===== config.mk =====
export PLATFORM = sky130hd
export DESIGN_NAME = ir_pulse_duration_decoder_flat
export DESIGN_NICKNAME = d
export VERILOG_FILES = /design/src/rtl/core/irpdd_pkg.sv /design/src/rtl/core/irpdd_chan_if.sv /design/src/rtl/core/irpdd_ram.sv /design/src/rtl/core/irpdd_div.sv /design/src/rtl/core/irpdd_useq.sv /design/src/rtl/core/irpdd_dp.sv /design/src/rtl/core/ir_pulse_duration_decoder.sv /design/src/flat_wrapper.sv
export SDC_FILE = /design/constraint.sdc
export NUM_CORES = 1
export LEC_CHECK = 0
export ABC_AREA = 1
export BUFFER_PORTS_ARGS = -buffer_cell sky130_fd_sc_hd__buf_2
export CAP_MARGIN = 0
export CORE_UTILIZATION = 25
export CTS_CLUSTER_SIZE = 24
export DETAILED_ROUTE_END_ITERATION = 10
export PLACE_DENSITY = 0.42
export SLEW_MARGIN = 20
export SYNTH_ARGS = -nofsm -noshare
export SYNTH_HDL_FRONTEND = slang
export SYNTH_SLANG_ARGS = --single-unit

===== constraint.sdc =====
create_clock -name clk_i -period 4.3 [get_ports clk_i]
set_clock_uncertainty 0.15 [all_clocks]
set_input_delay 0.43 -clock clk_i [delete_from_list [all_inputs] [get_ports clk_i]]
set_output_delay 0.43 -clock clk_i [all_outputs]
set_load 0.05 [all_outputs]

===== src/rtl/core/irpdd_pkg.sv =====
// Shared types, constants and the control program of the IR pulse-duration decoder.
package irpdd_pkg;

  // Field widths
  localparam int unsigned DUR_W      = 20;
  localparam int unsigned CODE_W     = 32;
  localparam int unsigned BIT_TIME_W = 16;
  localparam int unsigned LEFT_W     = 6;
  localparam int unsigned CFG_ADDR_W = 2;
  localparam int unsigned DIV_CNT_W  = 5;
  localparam int unsigned PC_W       = 4;

  // Parameter defaults
  localparam int unsigned STORE_DEPTH_DEF    = 32;
  localparam int unsigned DECODE_ENTRIES_DEF = 16;
  localparam int unsigned CODE_BITS_DEF      = 32;

  // Register reset values
  localparam logic [CODE_W-1:0]     STOP_CODE_RST = 32'hF3E7_C300;
  localparam logic [BIT_TIME_W-1:0] BIT_TIME_RST  = 16'd550;
  localparam logic [DUR_W-1:0]      START_THR_RST = 20'd5000;

  // Register indexes
  typedef enum logic [CFG_ADDR_W-1:0] {
    REG_STOP_CODE = 2'd0,
    REG_BIT_TIME  = 2'd1,
    REG_START_THR = 2'd2
  } cfg_reg_e;

  // Request types
  typedef enum logic {
    REQ_RECORD = 1'b0,
    REQ_DECODE = 1'b1
  } req_e;

  // Channel words
  typedef struct packed {
    logic             req_type;
    logic [DUR_W-1:0] pulse_us;
    logic             pulse_level;
  } in_word_t;

  typedef struct packed {
    logic [CODE_W-1:0] code;
    logic              is_stop;
    logic              frame_armed;
  } out_word_t;

  typedef struct packed {
    logic [CFG_ADDR_W-1:0] addr;
    logic [CODE_W-1:0]     wdata;
  } cfg_word_t;

  // Datapath operations
  typedef enum logic [3:0] {
    UOP_NOP,
    UOP_FETCH,
    UOP_RECORD,
    UOP_CLEAR,
    UOP_READ,
    UOP_DIV_LOAD,
    UOP_DIV_STEP,
    UOP_MERGE,
    UOP_PUSH
  } uop_e;

  // Jump conditions
  typedef enum logic [2:0] {
    COND_NEVER,
    COND_ALWAYS,
    COND_NO_ITEM,
    COND_IS_DECODE,
    COND_NOT_ARMED,
    COND_DIV_MORE,
    COND_MORE_ENT,
    COND_OUT_FULL
  } cond_e;

  typedef struct packed {
    uop_e            op;
    cond_e           cond;
    logic [PC_W-1:0] target;
  } uword_t;

  // Sequencer to datapath
  typedef struct packed {
    uop_e op;
  } ctrl_t;

  // Datapath to sequencer
  typedef struct packed {
    logic item_valid;
    logic is_decode;
    logic armed;
    logic div_more;
    logic more_ent;
    logic out_full;
  } stat_t;

  // Control program
  function automatic uword_t ucode(input logic [PC_W-1:0] pc);
    uword_t w;
    unique case (pc)
      4'd0:    w = '{UOP_FETCH,    COND_NO_ITEM,   4'd0};
      4'd1:    w = '{UOP_NOP,      COND_IS_DECODE, 4'd3};
      4'd2:    w = '{UOP_RECORD,   COND_ALWAYS,    4'd0};
      4'd3:    w = '{UOP_CLEAR,    COND_NOT_ARMED, 4'd8};
      4'd4:    w = '{UOP_READ,     COND_NEVER,     4'd0};
      4'd5:    w = '{UOP_DIV_LOAD, COND_NEVER,     4'd0};
      4'd6:    w = '{UOP_DIV_STEP, COND_DIV_MORE,  4'd6};
      4'd7:    w = '{UOP_MERGE,    COND_MORE_ENT,  4'd4};
      4'd8:    w = '{UOP_PUSH,     COND_OUT_FULL,  4'd8};
      default: w = '{UOP_NOP,      COND_ALWAYS,    4'd0};
    endcase
    return w;
  endfunction

endpackage


===== src/rtl/core/irpdd_chan_if.sv =====
// Valid/ready channel carrying one word of a given type.
interface irpdd_chan_if #(
  parameter type T = logic
);
  logic valid;
  logic ready;
  T     data;

  modport source (output valid, output data, input ready);
  modport sink   (input valid, input data, output ready);
endinterface


===== src/rtl/core/irpdd_ram.sv =====
// Generic single-write, single-read RAM with registered read data.
module irpdd_ram #(
  parameter int unsigned WIDTH = 20,
  parameter int unsigned DEPTH = 32
) (
  input  logic                     clk_i,
  input  logic                     we_i,
  input  logic [$clog2(DEPTH)-1:0] waddr_i,
  input  logic [WIDTH-1:0]         wdata_i,
  input  logic                     re_i,
  input  logic [$clog2(DEPTH)-1:0] raddr_i,
  output logic [WIDTH-1:0]         rdata_o
);

  logic [WIDTH-1:0] mem_q [DEPTH];
  logic [WIDTH-1:0] rdata_q;

  // Write port
  always_ff @(posedge clk_i) begin
    if (we_i) begin
      mem_q[waddr_i] <= wdata_i;
    end
  end

  // Registered read port
  always_ff @(posedge clk_i) begin
    if (re_i) begin
      rdata_q <= mem_q[raddr_i];
    end
  end

  assign rdata_o = rdata_q;

endmodule


===== src/rtl/core/irpdd_div.sv =====
// Restoring divider, one quotient bit per cycle while step_i is high.
module irpdd_div (
  input  logic                             clk_i,
  input  logic                             rst_ni,
  input  logic                             load_i,
  input  logic                             step_i,
  input  logic [irpdd_pkg::DUR_W-1:0]      dividend_i,
  input  logic [irpdd_pkg::BIT_TIME_W-1:0] divisor_i,
  output logic [irpdd_pkg::DUR_W-1:0]      quotient_o,
  output logic                             more_o
);

  localparam int unsigned DW = irpdd_pkg::DUR_W;
  localparam int unsigned BW = irpdd_pkg::BIT_TIME_W;
  localparam int unsigned CW = irpdd_pkg::DIV_CNT_W;

  logic [BW-1:0] rem_q, rem_d;
  logic [DW-1:0] quo_q, quo_d;
  logic [BW-1:0] dvs_q;
  logic [CW-1:0] cnt_q, cnt_d;
  logic [BW:0]   shifted;
  logic [BW+1:0] diff;

  // Trial subtract of the divisor from the shifted remainder
  always_comb begin
    shifted = {rem_q, quo_q[DW-1]};
    diff    = {1'b0, shifted} - {2'b00, dvs_q};
    rem_d   = rem_q;
    quo_d   = quo_q;
    cnt_d   = cnt_q;
    if (load_i) begin
      rem_d = '0;
      quo_d = dividend_i;
      cnt_d = CW'(DW);
    end else if (step_i) begin
      rem_d = diff[BW+1] ? shifted[BW-1:0] : diff[BW-1:0];
      quo_d = {quo_q[DW-2:0], ~diff[BW+1]};
      cnt_d = cnt_q - CW'(1);
    end
  end

  // Hold the step count
  always_ff @(posedge clk_i or negedge rst_ni) begin
    if (!rst_ni) begin
      cnt_q <= '0;
    end else begin
      cnt_q <= cnt_d;
    end
  end

  // Hold remainder, quotient and divisor
  always_ff @(posedge clk_i) begin
    rem_q <= rem_d;
    quo_q <= quo_d;
    if (load_i) begin
      dvs_q <= (divisor_i == '0) ? BW'(1) : divisor_i;
    end
  end

  assign quotient_o = quo_q;
  assign more_o     = (cnt_q != CW'(1));

endmodule


===== src/rtl/core/irpdd_useq.sv =====
// Program counter and control store of the decoder.
module irpdd_useq (
  input  logic             clk_i,
  input  logic             rst_ni,
  input  irpdd_pkg::stat_t stat_i,
  output irpdd_pkg::ctrl_t ctrl_o
);

  localparam int unsigned PW = irpdd_pkg::PC_W;

  logic [PW-1:0]     pc_q, pc_d;
  irpdd_pkg::uword_t uw;
  logic              take;

  // Decode the current control word and pick the next step
  always_comb begin
    uw = irpdd_pkg::ucode(pc_q);
    unique case (uw.cond)
      irpdd_pkg::COND_NEVER:     take = 1'b0;
      irpdd_pkg::COND_ALWAYS:    take = 1'b1;
      irpdd_pkg::COND_NO_ITEM:   take = ~stat_i.item_valid;
      irpdd_pkg::COND_IS_DECODE: take = stat_i.is_decode;
      irpdd_pkg::COND_NOT_ARMED: take = ~stat_i.armed;
      irpdd_pkg::COND_DIV_MORE:  take = stat_i.div_more;
      irpdd_pkg::COND_MORE_ENT:  take = stat_i.more_ent;
      irpdd_pkg::COND_OUT_FULL:  take = stat_i.out_full;
      default:                   take = 1'b1;
    endcase
    pc_d      = take ? uw.target : pc_q + PW'(1);
    ctrl_o.op = uw.op;
  end

  // Advance the step counter
  always_ff @(posedge clk_i or negedge rst_ni) begin
    if (!rst_ni) begin
      pc_q <= '0;
    end else begin
      pc_q <= pc_d;
    end
  end

endmodule


===== src/rtl/core/irpdd_dp.sv =====
// Datapath: settings, pulse store, code builder and result register.
module irpdd_dp #(
  parameter int unsigned STORE_DEPTH    = irpdd_pkg::STORE_DEPTH_DEF,
  parameter int unsigned DECODE_ENTRIES = irpdd_pkg::DECODE_ENTRIES_DEF,
  parameter int unsigned CODE_BITS      = irpdd_pkg::CODE_BITS_DEF
) (
  input  logic              clk_i,
  input  logic              rst_ni,
  input  irpdd_pkg::ctrl_t  ctrl_i,
  output irpdd_pkg::stat_t  stat_o,
  irpdd_chan_if.sink        pulse_i,
  irpdd_chan_if.source      result_o,
  irpdd_chan_if.sink        cfg_i
);

  localparam int unsigned DW = irpdd_pkg::DUR_W;
  localparam int unsigned CW = irpdd_pkg::CODE_W;
  localparam int unsigned BW = irpdd_pkg::BIT_TIME_W;
  localparam int unsigned LW = irpdd_pkg::LEFT_W;
  localparam int unsigned AW = $clog2(STORE_DEPTH);
  localparam int unsigned IW = $clog2(STORE_DEPTH + 1);
  localparam int unsigned EW = $clog2(DECODE_ENTRIES + 1);

  // Settings
  logic [CW-1:0] stop_code_q;
  logic [BW-1:0] bit_time_q;
  logic [DW-1:0] start_thr_q;

  // Frame state
  logic                   armed_q;
  logic [IW-1:0]          widx_q;
  logic [STORE_DEPTH-1:0] valid_q;

  // Latched item
  logic          req_q;
  logic [DW-1:0] dur_q;
  logic          lvl_q;

  // Code builder
  logic [CW-1:0] code_q;
  logic [LW-1:0] left_q;
  logic          level_q;
  logic [EW-1:0] ent_q;
  logic          rd_ok_q;

  // Result register
  logic                 out_valid_q;
  irpdd_pkg::out_word_t out_q;

  logic          accept;
  logic          rec_en, wr_en, push;
  logic [AW-1:0] rd_addr;
  logic [DW-1:0] rdata;
  logic [DW-1:0] quot;
  logic          div_more;
  logic [LW-1:0] n_bits;
  logic [LW-1:0] low_pos;
  logic [CW-1:0] mask;

  assign accept  = pulse_i.valid && pulse_i.ready;
  assign rec_en  = (ctrl_i.op == irpdd_pkg::UOP_RECORD);
  assign wr_en   = rec_en && armed_q && (widx_q != IW'(STORE_DEPTH));
  assign push    = (ctrl_i.op == irpdd_pkg::UOP_PUSH) && !stat_o.out_full;
  assign rd_addr = AW'(ent_q);

  // Handshakes
  assign pulse_i.ready  = (ctrl_i.op == irpdd_pkg::UOP_FETCH);
  assign cfg_i.ready    = 1'b1;
  assign result_o.valid = out_valid_q;
  assign result_o.data  = out_q;

  // Status for the sequencer
  assign stat_o.item_valid = pulse_i.valid;
  assign stat_o.is_decode  = (req_q == irpdd_pkg::REQ_DECODE);
  assign stat_o.armed      = armed_q;
  assign stat_o.div_more   = div_more;
  assign stat_o.more_ent   = (ent_q != EW'(DECODE_ENTRIES - 1));
  assign stat_o.out_full   = out_valid_q && !result_o.ready;

  // Settings registers
  always_ff @(posedge clk_i or negedge rst_ni) begin
    if (!rst_ni) begin
      stop_code_q <= irpdd_pkg::STOP_CODE_RST;
      bit_time_q  <= irpdd_pkg::BIT_TIME_RST;
      start_thr_q <= irpdd_pkg::START_THR_RST;
    end else if (cfg_i.valid) begin
      case (irpdd_pkg::cfg_reg_e'(cfg_i.data.addr))
        irpdd_pkg::REG_STOP_CODE: stop_code_q <= cfg_i.data.wdata;
        irpdd_pkg::REG_BIT_TIME:  bit_time_q  <= cfg_i.data.wdata[BW-1:0];
        irpdd_pkg::REG_START_THR: start_thr_q <= cfg_i.data.wdata[DW-1:0];
        default: ;
      endcase
    end
  end

  // Latch the accepted word
  always_ff @(posedge clk_i) begin
    if (accept) begin
      req_q <= pulse_i.data.req_type;
      dur_q <= pulse_i.data.pulse_us;
      lvl_q <= pulse_i.data.pulse_level;
    end
  end

  // Arm, count stored pulses and mark written entries; drop on decode
  always_ff @(posedge clk_i or negedge rst_ni) begin
    if (!rst_ni) begin
      armed_q <= 1'b0;
      widx_q  <= '0;
      valid_q <= '0;
    end else if (push) begin
      armed_q <= 1'b0;
      widx_q  <= '0;
    end else if (wr_en) begin
      widx_q                <= widx_q + IW'(1);
      valid_q[AW'(widx_q)]  <= 1'b1;
    end else if (rec_en && !armed_q && lvl_q && (dur_q > start_thr_q)) begin
      armed_q <= 1'b1;
    end
  end

  irpdd_ram #(
    .WIDTH (DW),
    .DEPTH (STORE_DEPTH)
  ) u_store (
    .clk_i   (clk_i),
    .we_i    (wr_en),
    .waddr_i (AW'(widx_q)),
    .wdata_i (dur_q),
    .re_i    (ctrl_i.op == irpdd_pkg::UOP_READ),
    .raddr_i (rd_addr),
    .rdata_o (rdata)
  );

  irpdd_div u_div (
    .clk_i      (clk_i),
    .rst_ni     (rst_ni),
    .load_i     (ctrl_i.op == irpdd_pkg::UOP_DIV_LOAD),
    .step_i     (ctrl_i.op == irpdd_pkg::UOP_DIV_STEP),
    .dividend_i (rd_ok_q ? rdata : '0),
    .divisor_i  (bit_time_q),
    .quotient_o (quot),
    .more_o     (div_more)
  );

  // Clip the bit count and build the run mask at the top of the free positions
  always_comb begin
    n_bits  = (quot > DW'(left_q)) ? left_q : quot[LW-1:0];
    low_pos = left_q - n_bits;
    for (int i = 0; i < CW; i++) begin
      mask[i] = (LW'(i) < left_q) && (LW'(i) >= low_pos);
    end
  end

  // Walk the entries and fill the code
  always_ff @(posedge clk_i) begin
    unique case (ctrl_i.op)
      irpdd_pkg::UOP_CLEAR: begin
        code_q  <= '0;
        left_q  <= LW'(CODE_BITS);
        level_q <= 1'b1;
        ent_q   <= '0;
      end
      irpdd_pkg::UOP_READ: begin
        rd_ok_q <= (32'(ent_q) < STORE_DEPTH) && valid_q[rd_addr];
      end
      irpdd_pkg::UOP_MERGE: begin
        if (level_q) begin
          code_q <= code_q | mask;
        end
        left_q  <= low_pos;
        level_q <= ~level_q;
        ent_q   <= ent_q + EW'(1);
      end
      default: ;
    endcase
  end

  // Result register: free it when taken, load it on push
  always_ff @(posedge clk_i or negedge rst_ni) begin
    if (!rst_ni) begin
      out_valid_q <= 1'b0;
    end else if (push) begin
      out_valid_q <= 1'b1;
    end else if (result_o.ready) begin
      out_valid_q <= 1'b0;
    end
  end

  always_ff @(posedge clk_i) begin
    if (push) begin
      out_q.code        <= armed_q ? code_q : '0;
      out_q.is_stop     <= armed_q && (code_q == stop_code_q);
      out_q.frame_armed <= armed_q;
    end
  end

endmodule


===== src/rtl/core/ir_pulse_duration_decoder.sv =====
// Top level of the IR pulse-duration decoder.
//
// Takes pulse words (duration in us, pin level) and decode requests on
// pulse_i, one word at a time, and returns one result word per decode request
// on result_o. A recorded pulse is fetched, checked and recorded before the
// next word can be taken. For a decode request of an armed frame, each entry
// is read from the pulse store and divided by the bit time in a restoring
// divider that yields one quotient bit per cycle over the 20 duration bits.
// A decode while not armed skips the entries. The result sits in an output
// register, so the next pulse is accepted while it waits to be taken; a further
// decode that finishes while it still waits holds the input until it is taken.
// Settings on cfg_i (0 stop code, 1 bit time, 2 start threshold) are always
// accepted; write them only while the block is idle.
module ir_pulse_duration_decoder #(
  parameter int unsigned STORE_DEPTH    = irpdd_pkg::STORE_DEPTH_DEF,
  parameter int unsigned DECODE_ENTRIES = irpdd_pkg::DECODE_ENTRIES_DEF,
  parameter int unsigned CODE_BITS      = irpdd_pkg::CODE_BITS_DEF
) (
  input  logic         clk_i,
  input  logic         rst_ni,
  irpdd_chan_if.sink   pulse_i,
  irpdd_chan_if.source result_o,
  irpdd_chan_if.sink   cfg_i
);

  irpdd_pkg::ctrl_t ctrl;
  irpdd_pkg::stat_t stat;

  // Control program sequencer
  irpdd_useq u_useq (
    .clk_i  (clk_i),
    .rst_ni (rst_ni),
    .stat_i (stat),
    .ctrl_o (ctrl)
  );

  // Datapath driven by the control word
  irpdd_dp #(
    .STORE_DEPTH    (STORE_DEPTH),
    .DECODE_ENTRIES (DECODE_ENTRIES),
    .CODE_BITS      (CODE_BITS)
  ) u_dp (
    .clk_i    (clk_i),
    .rst_ni   (rst_ni),
    .ctrl_i   (ctrl),
    .stat_o   (stat),
    .pulse_i  (pulse_i),
    .result_o (result_o),
    .cfg_i    (cfg_i)
  );

endmodule


===== src/flat_wrapper.sv =====
// flat-port wrapper written by rule: the top's interface ports become plain ports
module ir_pulse_duration_decoder_flat 
#(
  parameter int unsigned STORE_DEPTH    = irpdd_pkg::STORE_DEPTH_DEF,
  parameter int unsigned DECODE_ENTRIES = irpdd_pkg::DECODE_ENTRIES_DEF,
  parameter int unsigned CODE_BITS      = irpdd_pkg::CODE_BITS_DEF
)
  (clk_i, rst_ni, pulse_i_valid, pulse_i_data, pulse_i_ready, result_o_valid, result_o_data, result_o_ready, cfg_i_valid, cfg_i_data, cfg_i_ready);
  irpdd_chan_if #(.T(irpdd_pkg::in_word_t)) pulse_i_i ();
  irpdd_chan_if #(.T(irpdd_pkg::out_word_t)) result_o_i ();
  irpdd_chan_if #(.T(irpdd_pkg::cfg_word_t)) cfg_i_i ();
  input  logic clk_i;
  input  logic rst_ni;
  input wire logic [$bits(pulse_i_i.valid)-1:0] pulse_i_valid;
  input wire logic [$bits(pulse_i_i.data)-1:0] pulse_i_data;
  output wire logic [$bits(pulse_i_i.ready)-1:0] pulse_i_ready;
  output wire logic [$bits(result_o_i.valid)-1:0] result_o_valid;
  output wire logic [$bits(result_o_i.data)-1:0] result_o_data;
  input wire logic [$bits(result_o_i.ready)-1:0] result_o_ready;
  input wire logic [$bits(cfg_i_i.valid)-1:0] cfg_i_valid;
  input wire logic [$bits(cfg_i_i.data)-1:0] cfg_i_data;
  output wire logic [$bits(cfg_i_i.ready)-1:0] cfg_i_ready;
  assign pulse_i_i.valid = pulse_i_valid;
  assign pulse_i_i.data = pulse_i_data;
  assign pulse_i_ready = pulse_i_i.ready;
  assign result_o_valid = result_o_i.valid;
  assign result_o_data = result_o_i.data;
  assign result_o_i.ready = result_o_ready;
  assign cfg_i_i.valid = cfg_i_valid;
  assign cfg_i_i.data = cfg_i_data;
  assign cfg_i_ready = cfg_i_i.ready;
  ir_pulse_duration_decoder #(.STORE_DEPTH(STORE_DEPTH), .DECODE_ENTRIES(DECODE_ENTRIES), .CODE_BITS(CODE_BITS)) u_core (.clk_i(clk_i), .rst_ni(rst_ni), .pulse_i(pulse_i_i), .result_o(result_o_i), .cfg_i(cfg_i_i));
endmodule

* Word-level counts from Yosys, hierarchy flattened
Memory sizes are Yosys's and may differ from the RTL's. A register that Yosys moved wholly into a read port is not among the register bits.
Cells that the tools add are included.
** Cells by class
- Eq/ne operators :: 23
- Add/sub/neg operators :: 6
- Order comparisons :: 69
- Muxes and demuxes :: 27
- Reduce and logical (&&, ||, !) cells :: 59
- Bitwise operators :: 7
- Divide/modulo/power cells :: 0
- Shift operators :: 0
- Multipliers :: 0
** Operators with widths (number)
- greater-or-equal comparator 5 x 6 -> 1 bit (first input constant) :: 16
- < comparator 5 x 6 -> 1 bit (first input constant) :: 16
- OR 32 bit :: 2
- case mux 32 bit (2 select lines) :: 1
- two-way mux 20 bit :: 3
- greater-or-equal comparator 4 x 6 -> 1 bit (first input constant) :: 8
- < comparator 4 x 6 -> 1 bit (first input constant) :: 8
- logical AND 1 bit :: 42
- equality test 32 bit :: 1
- two-way mux 32 bit :: 1
- greater-or-equal comparator 3 x 6 -> 1 bit (first input constant) :: 4
- < comparator 3 x 6 -> 1 bit (first input constant) :: 4
- > comparator 20 bit :: 1
- > comparator 20 x 6 -> 1 bit :: 1
- two-way mux 6 bit :: 3
- subtractor 17 x 16 -> 18 bit :: 1
- equality test 4 x 3 -> 1 bit (second input constant) :: 4
- zero test 16 bit :: 1
- two-way mux 16 bit :: 1
- equality test 3 bit (second input constant) :: 4
- greater-or-equal comparator 1 x 6 -> 1 bit (first input constant) :: 2
- greater-or-equal comparator 2 x 6 -> 1 bit (first input constant) :: 2
- < comparator 1 x 6 -> 1 bit (first input constant) :: 2
- < comparator 2 x 6 -> 1 bit (first input constant) :: 2
- other kinds (33) :: 61
** Word-level totals
- Output and inout port bits :: 37
- RAM bits :: 640
- Memories kept :: 2
- Latch bits :: 0
- ROM bits :: 176
- Input port bits :: 61
- Register bits :: 270
** Memories
- u_core.u_dp.u_store.mem_q :: words 32, bits a word 20, rd ports 1, clocked after memory_dff 1, wr ports 1, RTL line irpdd_ram.sv:15 : logic [WIDTH-1:0] mem_q [DEPTH];
- (name not given) :: words 16, bits a word 11, rd ports 1, clocked after memory_dff 0, wr ports 0, RTL line irpdd_pkg.sv:103 : unique case (pc)

* Longest topological paths before layout
Gate-level depths: netlist of the first run.
- Word-level depth :: 8
- Depth in mapped cells :: 27
- Gate-level depth less buffers :: 26

* Cells and area by module
A second synthesis of the first run with hierarchy kept.
** Unflattened totals
- Cells, all modules :: 3906
- Area total of the unflattened synthesis :: 41243.3 µm²
** By module, submodules not included
- irpdd_ram :: area each 26719.4 µm², times used 1, sequential area each 19819.0 µm², cells each 2230
- irpdd_dp :: area each 10475.0 µm², times used 1, sequential area each 5766.8 µm², cells each 1136
- irpdd_div :: area each 3549.7 µm², times used 1, sequential area each 1526.5 µm², cells each 472
- irpdd_useq :: area each 499.2 µm², times used 1, sequential area each 100.1 µm², cells each 68

* Worst setup path after synthesis of the first run
No wires, ideal clock.
- Path type :: reg2reg
- From :: reg u_core.u_dp.left_q[2]
- To :: reg u_core.u_dp.code_q[29] (data pin)
- Cell stages (with the launch flop) :: 21
- Data required time :: 3.880 ns
- Data arrival time :: 3.353 ns
- Buffers on the path :: 2
- Slack :: 0.527 ns
- Period minus slack after synthesis :: 3.773 ns
- Path through :: edfxtp_1 > clkbuf_1 > inv_1 > ha_1 > nand2_1 > inv_1 > nand2_1 > nand2_1 > nand3_1 > nand2_1 > nand2_2 > clkbuf_1 > o21ai_0 > ha_1 > fa_1 > xnor2_2 > inv_1 > nor2_1 > nand2_1 > o211ai_1 > a21oi_1
** On the way
- Word-level cells in the longest chain between the ends :: 8
- Elaborated cells on any way between the ends :: 9
- Classes of those cells :: add/sub (1); order compare (3); mux (3); bitwise (1); reduce/logical (1)
** RTL lines
- from (decl) :: RTL line irpdd_dp.sv:41 : logic [LW-1:0] left_q;
- from (signal assigned) :: RTL line irpdd_dp.sv:160 : left_q <= LW'(CODE_BITS);
- from (signal assigned) :: RTL line irpdd_dp.sv:171 : left_q <= low_pos;
- > comparator 20 x 6 -> 1 bit :: RTL line irpdd_dp.sv:148 : n_bits = (quot > DW'(left_q)) ? left_q : quot[LW-1:0];
- two-way mux 6 bit :: RTL line irpdd_dp.sv:148
- subtractor 6 bit :: RTL line irpdd_dp.sv:149 : low_pos = left_q - n_bits;
- greater-or-equal comparator 5 x 6 -> 1 bit :: RTL line irpdd_dp.sv:151 : mask[i] = (LW'(i) < left_q) && (LW'(i) >= low_pos);
- logical AND 1 bit (*) :: RTL line irpdd_dp.sv:151
- OR 32 bit (*) :: RTL line irpdd_dp.sv:169 : code_q <= code_q | mask;
- two-way mux 32 bit (*) :: RTL line irpdd_dp.sv:168 : if (level_q) begin
- case mux 32 bit (2 select lines) (*) :: RTL line irpdd_dp.sv:157 : unique case (ctrl_i.op)
- to (signal assigned) :: RTL line irpdd_dp.sv:169
- to (decl) :: RTL line irpdd_dp.sv:40 : logic [CW-1:0] code_q;
Mark *: on every way between the ends. The rest lies on a longest branch, timed or not. The select of a mux whose other input is x is not followed.
A chain may end at the register's enable or synchronous reset.

* Worst setup path after layout of the first run
- From :: reg u_core.u_dp.left_q[5]
- To :: reg u_core.u_dp.code_q[25] (data pin)
Same word-level chain as after synthesis.

==> results of run 1 <==
-- repair_timing --
action,in CTS,in global routing
buffers inserted,0,0
setup endpoints to repair,0,0
hold endpoints to repair,119,0
hold buffers,53,0
-- layer usage --
layer / up-vias / wire length (um) / global-route usage [%]
li1: 12300 / - / -
met3: 129 / 7320 / 2.58
met5: - / 0 / 0
met1: 13100 / 57900 / 22.1
met4: 0 / 2400 / 3.47
met2: 679 / 55500 / 23.8
-- state kept, by name, indices dropped and copies added (netlist names) --
| name | cells |
|---|---|
| u_core.u_dp.armed_q | 1 |
| u_core.u_dp.bit_time_q | 16 |
| u_core.u_dp.code_q | 32 |
| u_core.u_dp.dur_q | 20 |
| u_core.u_dp.ent_q | 5 |
| u_core.u_dp.left_q | 6 |
| u_core.u_dp.level_q | 1 |
| u_core.u_dp.lvl_q | 1 |
| u_core.u_dp.rd_ok_q | 1 |
| u_core.u_dp.req_q | 1 |
| u_core.u_dp.result_o.data | 34 |
| u_core.u_dp.result_o.valid | 1 |
| u_core.u_dp.start_thr_q | 20 |
| u_core.u_dp.stop_code_q | 32 |
| u_core.u_dp.u_div.cnt_q | 5 |
| u_core.u_dp.u_div.dvs_q | 16 |
| u_core.u_dp.u_div.quotient_o | 20 |
| u_core.u_dp.u_div.rem_q | 16 |
| u_core.u_dp.u_store.mem_q | 640 |
| u_core.u_dp.u_store.rdata_o | 20 |
| u_core.u_dp.valid_q | 32 |
| u_core.u_dp.widx_q | 6 |
| u_core.u_useq.pc_q | 4 |
-- logic make-up after synthesis --
kind of cell | count (synthesis)
xor gates and xnor gates | 20
adders and majority gates | 62
DFF | 930
and+or+nand+nor | 1011
buffers and inverters | 452
AOI/OAI and AO/OA | 848
muxes | 12
other | 1
-- where the power goes --
part / switching [uW] / internal, uW
clock network: 3850 / 4990
registers: 581 / 11000
logic: 5510 / 2080
-- final timing paths --
path	slack (ns)	endpoint
max in group asynchronous	2.95	u_core.u_dp.bit_time_q[9]$_DFFE_PN1P_
min reg2reg	0.31	u_core.u_dp.valid_q[2]$_DFFE_PN0P_
max reg2reg	0.44	u_core.u_dp.code_q[25]$_SDFFCE_PN0P_
min	0.01	u_core.u_dp.stop_code_q[6]$_DFFE_PN0P_
min in group asynchronous	0.08	u_core.u_useq.pc_q[2]$_DFF_PN0_
max	0.44	u_core.u_dp.code_q[25]$_SDFFCE_PN0P_
-- worst max-delay path: stages (launching register included) --
cell,delay (ns)
edfxtp_1,0.42
inv_1,0.14
ha_1,0.32
nand2_1,0.05
inv_1,0.05
nand2_1,0.04
nor2_1,0.12
nand3_1,0.09
nand2_1,0.07
nand2_2,0.14
nand2_1,0.09
o21ai_0,0.08
ha_1,0.25
fa_1,0.47
o21ai_2,0.20
xor2_2,0.27
nand2_1,0.26
o2111ai_1,0.30
a21oi_1,0.09
-- metrics by stage --
step / cells / setup slack [ns] / hold WS (ns) / utilization (%) / power [uW]
6_report: 5645 / 0.437 / 0.0138 / 29.8 / 28000
4_1_cts: 5645 / 0.407 / 0.00311 / 29.8 / 28300
5_1_grt: 5645 / 0.0384 / 0.0186 / 29.8 / 29500
2_1_floorplan: 3336 / 0.527 / -0.0156 / - / 16300
3_5_place_dp: 5397 / 0.412 / 0.271 / 27.2 / 19400
3_3_place_gp: 5397 / 0.401 / 0.275 / 27.2 / 19400
-- placed cells by master (no fill, tap or decap), types with 10 or more instances in the layout --
cell type      netlist  routed
o21ai_0            501     501
dfxtp_1             16      16
clkinv_2             0      16
dfstp_2             25      25
o22ai_1            106     106
or2_1               15      15
nor4_1              10      10
edfxtp_1           797     797
xnor2_1             10      10
dlygate4sd3_1        0      53
buf_4                9      86
buf_2               49      95
a21oi_1             96      96
clkbuf_1           113      26
inv_1              243     243
o211ai_1            23      23
clkbuf_16            0     104
nand3_1            105     103
or2_2               11      11
nor2_2              12      27
nor3_1              17      12
nand2_1            385     385
nand4_1             32      32
o221ai_1            64      64
clkinv_1             6      26
dfrtp_1             92      92
mux2_2              12      12
buf_12               0      13
nor2_1             397     380
o21ai_1             27      27
ha_1                60      60
-- final cells by class --
class                   count  share of cell area [%]
well taps                2058                    5.55
flip-flops and latches    930                    58.6
repair buffers            248                    4.14
clock inverters            61                    1.37
inverters                 260                    2.13
clock buffers             134                    5.93
multi-input cells        1954                    22.3
==> flow_summary.yaml, run 1 <==
grt:
  grt_max_degree: 154
  grt.overflow.total: 0
  grt_pass1_wl_mm: 178
  first_global_vias: 25000
  antenna_found_initial: 12
  grt.total_usage_pct: 15.3
logic_synthesis:
  synth_compound_area_share_pct: 12.2
  yosysSeqAreaShare_pct: 69.3
  syn_area_per_cell_um2: 11.8
  synth_edf_count: 797
  yosysMostFrequentCell: "edfxtp_1"
  synthAdderAreaFrac_pct: 2.01
  synth.top_cell.area_share_pct: 60.9
  synth-simple-area-share_pct: 10.9
  syn_inst: 3336
  synth.area.mux_share_pct: 0.344
  synthTopCellsByArea: "edfxtp_1, o21ai_0, dfrtp_1"
  synth_cell_types: 60
  ys.warnings.count: 0
  synth_largest_area_cell: "edfxtp_1"
  synth_fp_nets: 3459
  async_reset_ff_share_pct: 12.6
  synth_flop_cell: "edfxtp_1"
  synthTopCellsByCount: "edfxtp_1, o21ai_0, nor2_1, nand2_1, inv_1"
  ys_seq_elements: 930
  synth_top_family_by_area: "compound AO/OA/AOI/OAI gates"
  synthesis.area_mm2: 0.0393
  synth_xor_area_share_pct: 0.484
floorplan:
  core_mm2: 0.156
  dieArea_mm2: 0.159
  ioPinCount: 98
  rows: 145
  die_h_um: 398
  fp.dieW_um: 398
  start_util_pct: 25.2
status:
  status: "complete, no violations"
sta:
  fmax_ghz: 0.259
  max-slew-margin-rel_pct: 34.2
  min_period_ns: 3.86
  max_slew.worst_pin.slew_ns: 0.986
  period_share_pct: 89.8
  setup-violations-final: 0
  drv_slew: 0
  rsz0062_at_grt: "false"
  fin_setup_tns_ns: 0
  hold_viol: 0
placement:
  place_area_mm2: 0.0425
  portBuffers: 96
  dp_hpwl_mm: 76.1
  gp_congestion: 0.821
clock_network:
  cts_tree: "built"
  path_clk_slew_ns: 0.06
  htreeDepth: 3
  clock_latency_ns: 0.74
  clk_root_buffer_cell: "clkbuf_16"
  clk_path_buf_depth: 3
  cts_made_buffers: 103
  cts-resized-gates: 0
  cts_sinks: 930
route:
  routed_wirelength_mm: 123
  viasPerCell: 4.63
  vias: 26100
  drc: 0
  postRouteAntennaNets: 0
  first_iter_violations: 2236
  routedWlPerCell_um: 21.8
  first_pass_iters: 7
cells_and_area:
  area_delta_synth_final_pct: 18.2
  num_antenna_cells: 0
  layout-drive-gt1-share_pct: 13.2
  fillers: 16000
  stdcell_area_mm2: 0.0464
  multi_input_area_mm2: 0.0103
  ff_latch_area_mm2: 0.0272
  fin_nets: 3620
min_path:
  min_path_cells: 3
  worstHoldStart: "cfg_i_data[6]"
  hp-class: "primary input to flop"
job:
  maxCapViolCount: 0
power_and_ir_drop:
  ir_drop_v: 0.000321
  p_leak_uw: 0.0165
  power.density_mw_per_mm2: 603
worst_setup_path:
  worst-setup-path-type: "flop to flop"
  worst_setup_path_start_kind: "flop"
  critPathArrivalTime_ns: 4.14
  worstSetupStartpoint: "u_core.u_dp.left_q[5]$_SDFFCE_PN1P_"
  endpoint_kind: "flop"
  r2r_cells: 18
  path_max_fanout: 12
  r2r-start: "u_core.u_dp.left_q[5]$_SDFFCE_PN1P_"
  crit_required_ns: 4.58
Power figures use the tool's default switching activity.
==> run 2, diff against run 1 <==
--- a/config.mk
+++ b/config.mk
@@ -8,10 +8,12 @@
 export ABC_AREA = 1
 export BUFFER_PORTS_ARGS = -buffer_cell sky130_fd_sc_hd__buf_2
 export CAP_MARGIN = 0
+export CORE_MARGIN = 2
 export CORE_UTILIZATION = 25
 export CTS_CLUSTER_SIZE = 24
 export DETAILED_ROUTE_END_ITERATION = 10
 export PLACE_DENSITY = 0.42
+export REMOVE_ABC_BUFFERS = 1
 export SLEW_MARGIN = 20
 export SYNTH_ARGS = -nofsm -noshare
 export SYNTH_HDL_FRONTEND = slang
==> run 2 against run 1 <==
Global-route usage is 0.47 points lower. Register-to-register slack worse by 0.09 ns. Core utilization hardly changed. Clock-buffer cell count stayed put. Critical path depth stayed put.
==> flow_summary.yaml, run 2 (synthesis gave the netlist of run 1 again) <==
route:
  drc: 0
  routed_wirelength_mm: 121
  postRouteAntennaNets: 0
  viasPerCell: 4.59
  first_pass_iters: 5
  vias: 26000
  routedWlPerCell_um: 21.4
  first_iter_violations: 2203
worst_setup_path:
  worst-setup-path-type: "flop to flop"
  r2r_cells: 18
  slowest_stage: "fa_1"
  worst_setup_path_start_kind: "flop"
  reg2reg_to: "u_core.u_dp.code_q[25]$_SDFFCE_PN0P_"
  max_stage_delay_ns: 0.48
  endpoint_kind: "flop"
  path_cells: "inv_1 -> ha_1 -> nand2_1 -> inv_1 -> nand2_1 -> nor2_1 -> nand3_1 -> nand2_1 -> nand2_2 -> nand2_1 -> o21ai_0 -> ha_1 -> fa_1 -> o21ai_2 -> xor2_4 -> nand2_1 -> o2111ai_1 -> a21oi_1"
  crit_top_cell: "nand2_1"
  r2r-start: "u_core.u_dp.left_q[5]$_SDFFCE_PN1P_"
  r2r_slack_ns: 0.35
  critPathArrivalTime_ns: 4.24
  path_max_fanout: 12
  crit_required_ns: 4.59
cells_and_area:
  area_delta_synth_final_pct: 18.3
  largest_register_ffs: 640
  fin_util_pct: 29.7
  final_cell_mix: "edfxtp_1, o21ai_0, nand2_1"
  regMostFlops: "u_core.u_dp.u_store.mem_q"
  mostFrequentLayoutCell: "edfxtp_1"
  layout-drive-gt1-share_pct: 13.5
  fin_nets: 3631
min_path:
  hold-path-endpoint: "u_core.u_dp.start_thr_q[12]$_DFFE_PN1P_"
  worstHoldStart: "cfg_i_data[12]"
  min_path_cells: 3
  hp-class: "primary input to flop"
job:
  maxCapViolCount: 0
sta:
  max-slew-margin-rel_pct: 31.7
  setup-violations-final: 0
  drv_slew: 0
  period_share_pct: 91.8
  hold_viol: 0
  min_period_ns: 3.95
  rsz0062_at_grt: "false"
  max_slew.worst_pin.slew_ns: 1.02
  fmax_ghz: 0.253
grt:
  antenna_found_initial: 5
  grt_pass1_wl_mm: 178
  first_global_vias: 25700
  grt.overflow.total: 0
  grt.total_usage_pct: 14.8
  grt_max_degree: 131
clock_network:
  clk_root_buffer_cell: "clkbuf_16"
  clk_path_buf_depth: 3
  cts_tree: "built"
  cts_sinks: 930
  clock_latency_ns: 0.72
  cts_made_buffers: 104
  htreeDepth: 3
  path_clk_slew_ns: 0.06
  post_cts_buffers: 0
floorplan:
  core_mm2: 0.156
  rows: 145
  die_h_um: 400
  fp.dieW_um: 400
  dieArea_mm2: 0.160
  start_util_pct: 25.1
  ioPinCount: 98
power_and_ir_drop:
  ir_drop_v: 0.000367
  p_leak_uw: 0.0166
  power.density_mw_per_mm2: 601
  finalPower_uw: 27900
placement:
  gp_congestion: 0.855
  dp_hpwl_mm: 73.9
  portBuffers: 96
status:
  status: "complete, no violations"
==> run 2: critical path: cells and delay by family, from the launching register on <==
kind	cells	cell delay [ns]
compound gates	4	0.71
xor+xnor	1	0.24
fa+ha+maj	3	1.05
buf+inv	2	0.20
flops	1	0.43
simple gates	8	0.87
==> run 2: worst max-delay path by stage <==
stage                                                           end                                start  slack [ns]  cells past startpoint
after floorplan           u_core.u_dp.u_store.rdata_o[10]$_DFFE_PN_   u_core.u_dp.ent_q[0]$_SDFFCE_PN0P_       -5.14                      7
final                          u_core.u_dp.code_q[25]$_SDFFCE_PN0P_  u_core.u_dp.left_q[5]$_SDFFCE_PN1P_        0.35                     18
after global routing            u_core.u_dp.code_q[5]$_SDFFCE_PN0P_  u_core.u_dp.left_q[5]$_SDFFCE_PN1P_        0.02                     22
after CTS                      u_core.u_dp.code_q[20]$_SDFFCE_PN0P_  u_core.u_dp.left_q[5]$_SDFFCE_PN1P_        0.27                     20
after global placement         u_core.u_dp.code_q[20]$_SDFFCE_PN0P_  u_core.u_dp.left_q[5]$_SDFFCE_PN1P_        0.32                     20
after detailed placement       u_core.u_dp.code_q[20]$_SDFFCE_PN0P_  u_core.u_dp.left_q[5]$_SDFFCE_PN1P_        0.30                     20
==> run 2: what timing repair did <==
action | 4_1_cts | 5_1_grt
resized for setup | 0 | 2
hold buffers | 54 | 0
hold endpoints to repair | 138 | 0
endpoints found under the setup margin | 0 | 5
==> run 2: cell type report <==
cell class | instances | area (um2)
clock inverter | 59 | 526
multi-input combinational | 1954 | 10400
tap | 2058 | 2570
antenna | 4 | 10.0
clock buffer | 134 | 2800
inverter | 260 | 991
sequential | 930 | 27200
fill | 16000 | 110000
timing repair buffer | 258 | 2000
==> run 2: power breakdown <==
part           total (uW)  internal, uW  switching, uW
clock network        8700          4920           3790
registers           11400         11000            463
logic                7790          2150           5640
==> run 2: metrics by stage <==
stage          hold WS [ns]  worst slack [ns]  instances  cell area [um2]  TNS, ns
3_5_place_dp          0.296             0.300       5406            42600        0
3_3_place_gp          0.291             0.320       5406            42600        0
5_1_grt             0.00132            0.0199       5653            46500        0
6_report             0.0329             0.350       5657            46500        0
4_1_cts             0.00385             0.273       5653            46400        0
2_1_floorplan       -0.0156             -5.14       3144            38400  -124.94
==> run 2: layer usage <==
metal | wire length (um) | track usage [%]
met4 | 2460 | 3.38
met1 | 56200 | 20.3
met3 | 4290 | 2.11
met5 | 0 | 0
met2 | 57800 | 24.8
==> run 3, diff against run 2 <==
--- a/config.mk
+++ b/config.mk
@@ -17,4 +17,5 @@
 export SLEW_MARGIN = 20
 export SYNTH_ARGS = -nofsm -noshare
 export SYNTH_HDL_FRONTEND = slang
+export SYNTH_HIERARCHICAL = 1
 export SYNTH_SLANG_ARGS = --single-unit
==> run 3 against run 2 <==
Maximum frequency grew 4.9%. Sequential cell count is the same. Core utilization shrank 0.26 points. Final cell count grew 12%. Highest routed layer unchanged. Non-clock buffer count grew 1. Critical path depth grew 3. Wire length grew 1.7%. Synthesized cell count grew 17%. Design area grew 4.3%. Setup slack gained 0.18 ns.
==> flow_summary.yaml, run 3 <==
status:
  status: "complete, no violations"
worst_setup_path:
  r2r_cells: 21
  r2r_slack_ns: 0.54
  worstPathBufferInverterCount: 3
  r2r-start: "u_core/u_dp/left_q[3]$_SDFFCE_PN0P_"
  critPathArrivalTime_ns: 4.11
  crit_top_cell: "nand2_1"
  max_stage_delay_ns: 0.48
  path_max_fanout: 12
  worst-setup-path-type: "flop to flop"
  endpoint_kind: "flop"
  reg2reg_to: "u_core/u_dp/code_q[26]$_SDFFCE_PN0P_"
  crit_required_ns: 4.64
  path_cells: "inv_1 -> ha_1 -> nand2_1 -> inv_1 -> nand2_1 -> nand2_1 -> nand3_1 -> nand2_1 -> nand2_2 -> nand2_1 -> o21ai_0 -> ha_1 -> fa_1 -> o21ai_2 -> xnor2_4 -> inv_1 -> nand2_2 -> o21ai_0 -> nand2_1 -> nand2_1 -> a21oi_2"
  critPathTopFamily: "adder cells"
  slowest_stage: "edfxtp_1"
  worstSetupStartpoint: "u_core/u_dp/left_q[3]$_SDFFCE_PN0P_"
  worst_setup_path_start_kind: "flop"
route:
  first_iter_violations: 2093
  vias: 27700
  postRouteAntennaNets: 0
  first_pass_iters: 5
  drc: 0
  routedWlPerCell_um: 19.3
  viasPerCell: 4.35
  routed_wirelength_mm: 123
grt:
  grt_pass1_wl_mm: 183
  grt.overflow.total: 0
  grt_max_degree: 144
  first_global_vias: 27700
  antenna_found_initial: 9
  grt.total_usage_pct: 14.5
clock_network:
  clk_path_buf_depth: 3
  cts_tree: "built"
  htreeDepth: 3
  cts_sinks: 930
  cts-resized-gates: 0
  clock_latency_ns: 0.76
  post_cts_buffers: 0
  path_clk_slew_ns: 0.06
  cts_hold_buffers: 57
  clk_root_buffer_cell: "clkbuf_16"
  cts_made_buffers: 107
logic_synthesis:
  synth.area.mux_share_pct: 0.328
  ys_seq_elements: 930
  synth_xor_area_share_pct: 0.470
  synthTopCellsByArea: "edfxtp_1, nand2_1, nand3_1"
  syn_inst: 3906
  synthAdderAreaFrac_pct: 1.92
  synth.top_cell.area_share_pct: 58.0
  synth_compound_area_share_pct: 3.75
  yosysSeqAreaShare_pct: 66.0
  synth_edf_count: 797
  synth-simple-area-share_pct: 21.6
  synth_top_family_by_area: "simple AND/OR/NAND/NOR gates"
  synth_flop_cell: "edfxtp_1"
  yosysMostFrequentCell: "nand2_1"
  ys.warnings.count: 6
  synth_cell_types: 65
  async_reset_ff_share_pct: 12.6
  synth_largest_area_cell: "edfxtp_1"
  synthesis.area_mm2: 0.0412
  syn_area_per_cell_um2: 10.6
  synthTopCellsByCount: "nand2_1, edfxtp_1, nand3_1, inv_1, o21ai_0"
power_and_ir_drop:
  p_leak_uw: 0.0192
  comb_power_share_pct: 27.2
  p_int_uw: 18500
  power.density_mw_per_mm2: 590
  ir_drop_v: 0.000296
  switching_share_pct: 35.5
  pwr-share-clk_pct: 32.0
  seqPwrFrac_pct: 40.8
  p_switching_uw: 10200
floorplan:
  fp.dieW_um: 410
  rows: 149
  die_h_um: 410
  ioPinCount: 98
  start_util_pct: 25.1
  core_mm2: 0.164
  dieArea_mm2: 0.168
job:
  maxCapViolCount: 0
min_path:
  hold-path-endpoint: "u_core/u_dp/stop_code_q[15]$_DFFE_PN1P_"
  worstHoldStart: "cfg_i_data[15]"
  min_path_cells: 3
  hp-class: "primary input to flop"
sta:
  setup-violations-final: 0
  rsz0062_at_grt: "false"
  drv_slew: 0
  max_slew.worst_pin.slew_ns: 1.05
  period_share_pct: 87.6
  fin_ws_ns: 0.535
  holdWs_ns: 0.0645
  fin_setup_tns_ns: 0
  fmax_ghz: 0.266
  min_period_ns: 3.76
  hold_viol: 0
  max-slew-margin-rel_pct: 29.7
cells_and_area:
  largest_register_ffs: 640
  instances_no_fill: 6356
  final_cell_mix: "nand2_1, edfxtp_1, nand3_1"
  area_delta_synth_final_pct: 17.6
  regMostFlops: "u_core/u_dp/u_store/mem_q"
  layout-drive-gt1-share_pct: 11.8
  mostFrequentLayoutCell: "nand2_1"
  stdcell_area_mm2: 0.0485
  fin_nets: 4196
placement:
  dp_cells: 6095
  dp_hpwl_mm: 78.4
  portBuffers: 96
  post-place-ws_ns: 0.469
  gp_congestion: 0.831
  place_area_mm2: 0.0443
[run 3: cell types whose count changed in the layout (fill, tap and decap cells not counted), moves of 17 or more]
cell      change
o21ai_1      -21
nor2_1      -299
o211ai_1     -22
a21oi_1      -28
nand3_1     +480
o22ai_1      -95
nand2_1     +919
nand4_1      -17
inv_1        +69
o221ai_1     -63
o21ai_0     -379
[run 3: worst register-to-register path: cells and delay by family, from the launching register on]
kind	cells	cell delay, ns
xor gates and xnor gates	1	0.18
and+or+nand+nor	10	0.80
buffers and inverters	3	0.31
AOI/OAI and AO/OA	4	0.59
DFF	1	0.48
adders and majority gates	3	0.99
[run 3: layout make-up]
class	instances	area (um2)
clock buffer	140	2890
multi-input combinational	2453	11700
fill	17100	116000
inverter	322	1230
antenna	1	2.50
sequential	930	27200
tap	2189	2740
clock inverter	62	637
timing repair buffer	259	2050
[run 3: per-stage QoR]
stage	utilization, %	power [uW]
floorplan	-	16600
global placement	27.0	19700
detailed placement	27.0	19700
CTS	29.5	29100
global route	29.5	30300
finish	29.5	28600
[run 3: logic make-up after synthesis]
logic type,Yosys count
adders and majority gates,62
buffers and inverters,523
xor gates and xnor gates,20
muxes,12
DFF,930
and+or+nand+nor,2092
AOI/OAI and AO/OA,266
other,1
[run 3: layer usage]
| metal | GRT usage (%) | vias to the layer above | wire length, um |
|---|---|---|---|
| met1 | 19.6 | 13400 | 56700 |
| met4 | 3.97 | 0 | 2690 |
| li1 | - | 13600 | - |
| met5 | 0 | - | 0 |
| met3 | 2.41 | 148 | 5340 |
| met2 | 23.9 | 527 | 58100 |
[run 3: worst max path at each step]
| stage | end | depth (start not counted) |
|---|---|---|
| finish | u_core/u_dp/code_q[26]$_SDFFCE_PN0P_ | 21 |
| global route | u_core/u_dp/code_q[26]$_SDFFCE_PN0P_ | 22 |
| CTS | u_core/u_dp/u_store/mem_q[12][18]$_DFFE_PP_ | 13 |
| detailed placement | u_core/u_dp/u_store/mem_q[16][13]$_DFFE_PP_ | 13 |
| global placement | u_core/u_dp/code_q[18]$_SDFFCE_PN0P_ | 20 |
| floorplan | u_core/u_dp/u_store/rdata_o[17]$_DFFE_PP_ | 9 |
[run 3: power by group through the flow]
stage | clock (uW) | sequential [uW] | combinational (uW)
3_3_place_gp | 0 | 11900 | 7850
2_1_floorplan | 0 | 12200 | 4460
3_5_place_dp | 0 | 11900 | 7860
4_1_cts | 9440 | 11700 | 7930
5_1_grt | 9770 | 11800 | 8770
6_report | 9170 | 11700 | 7780
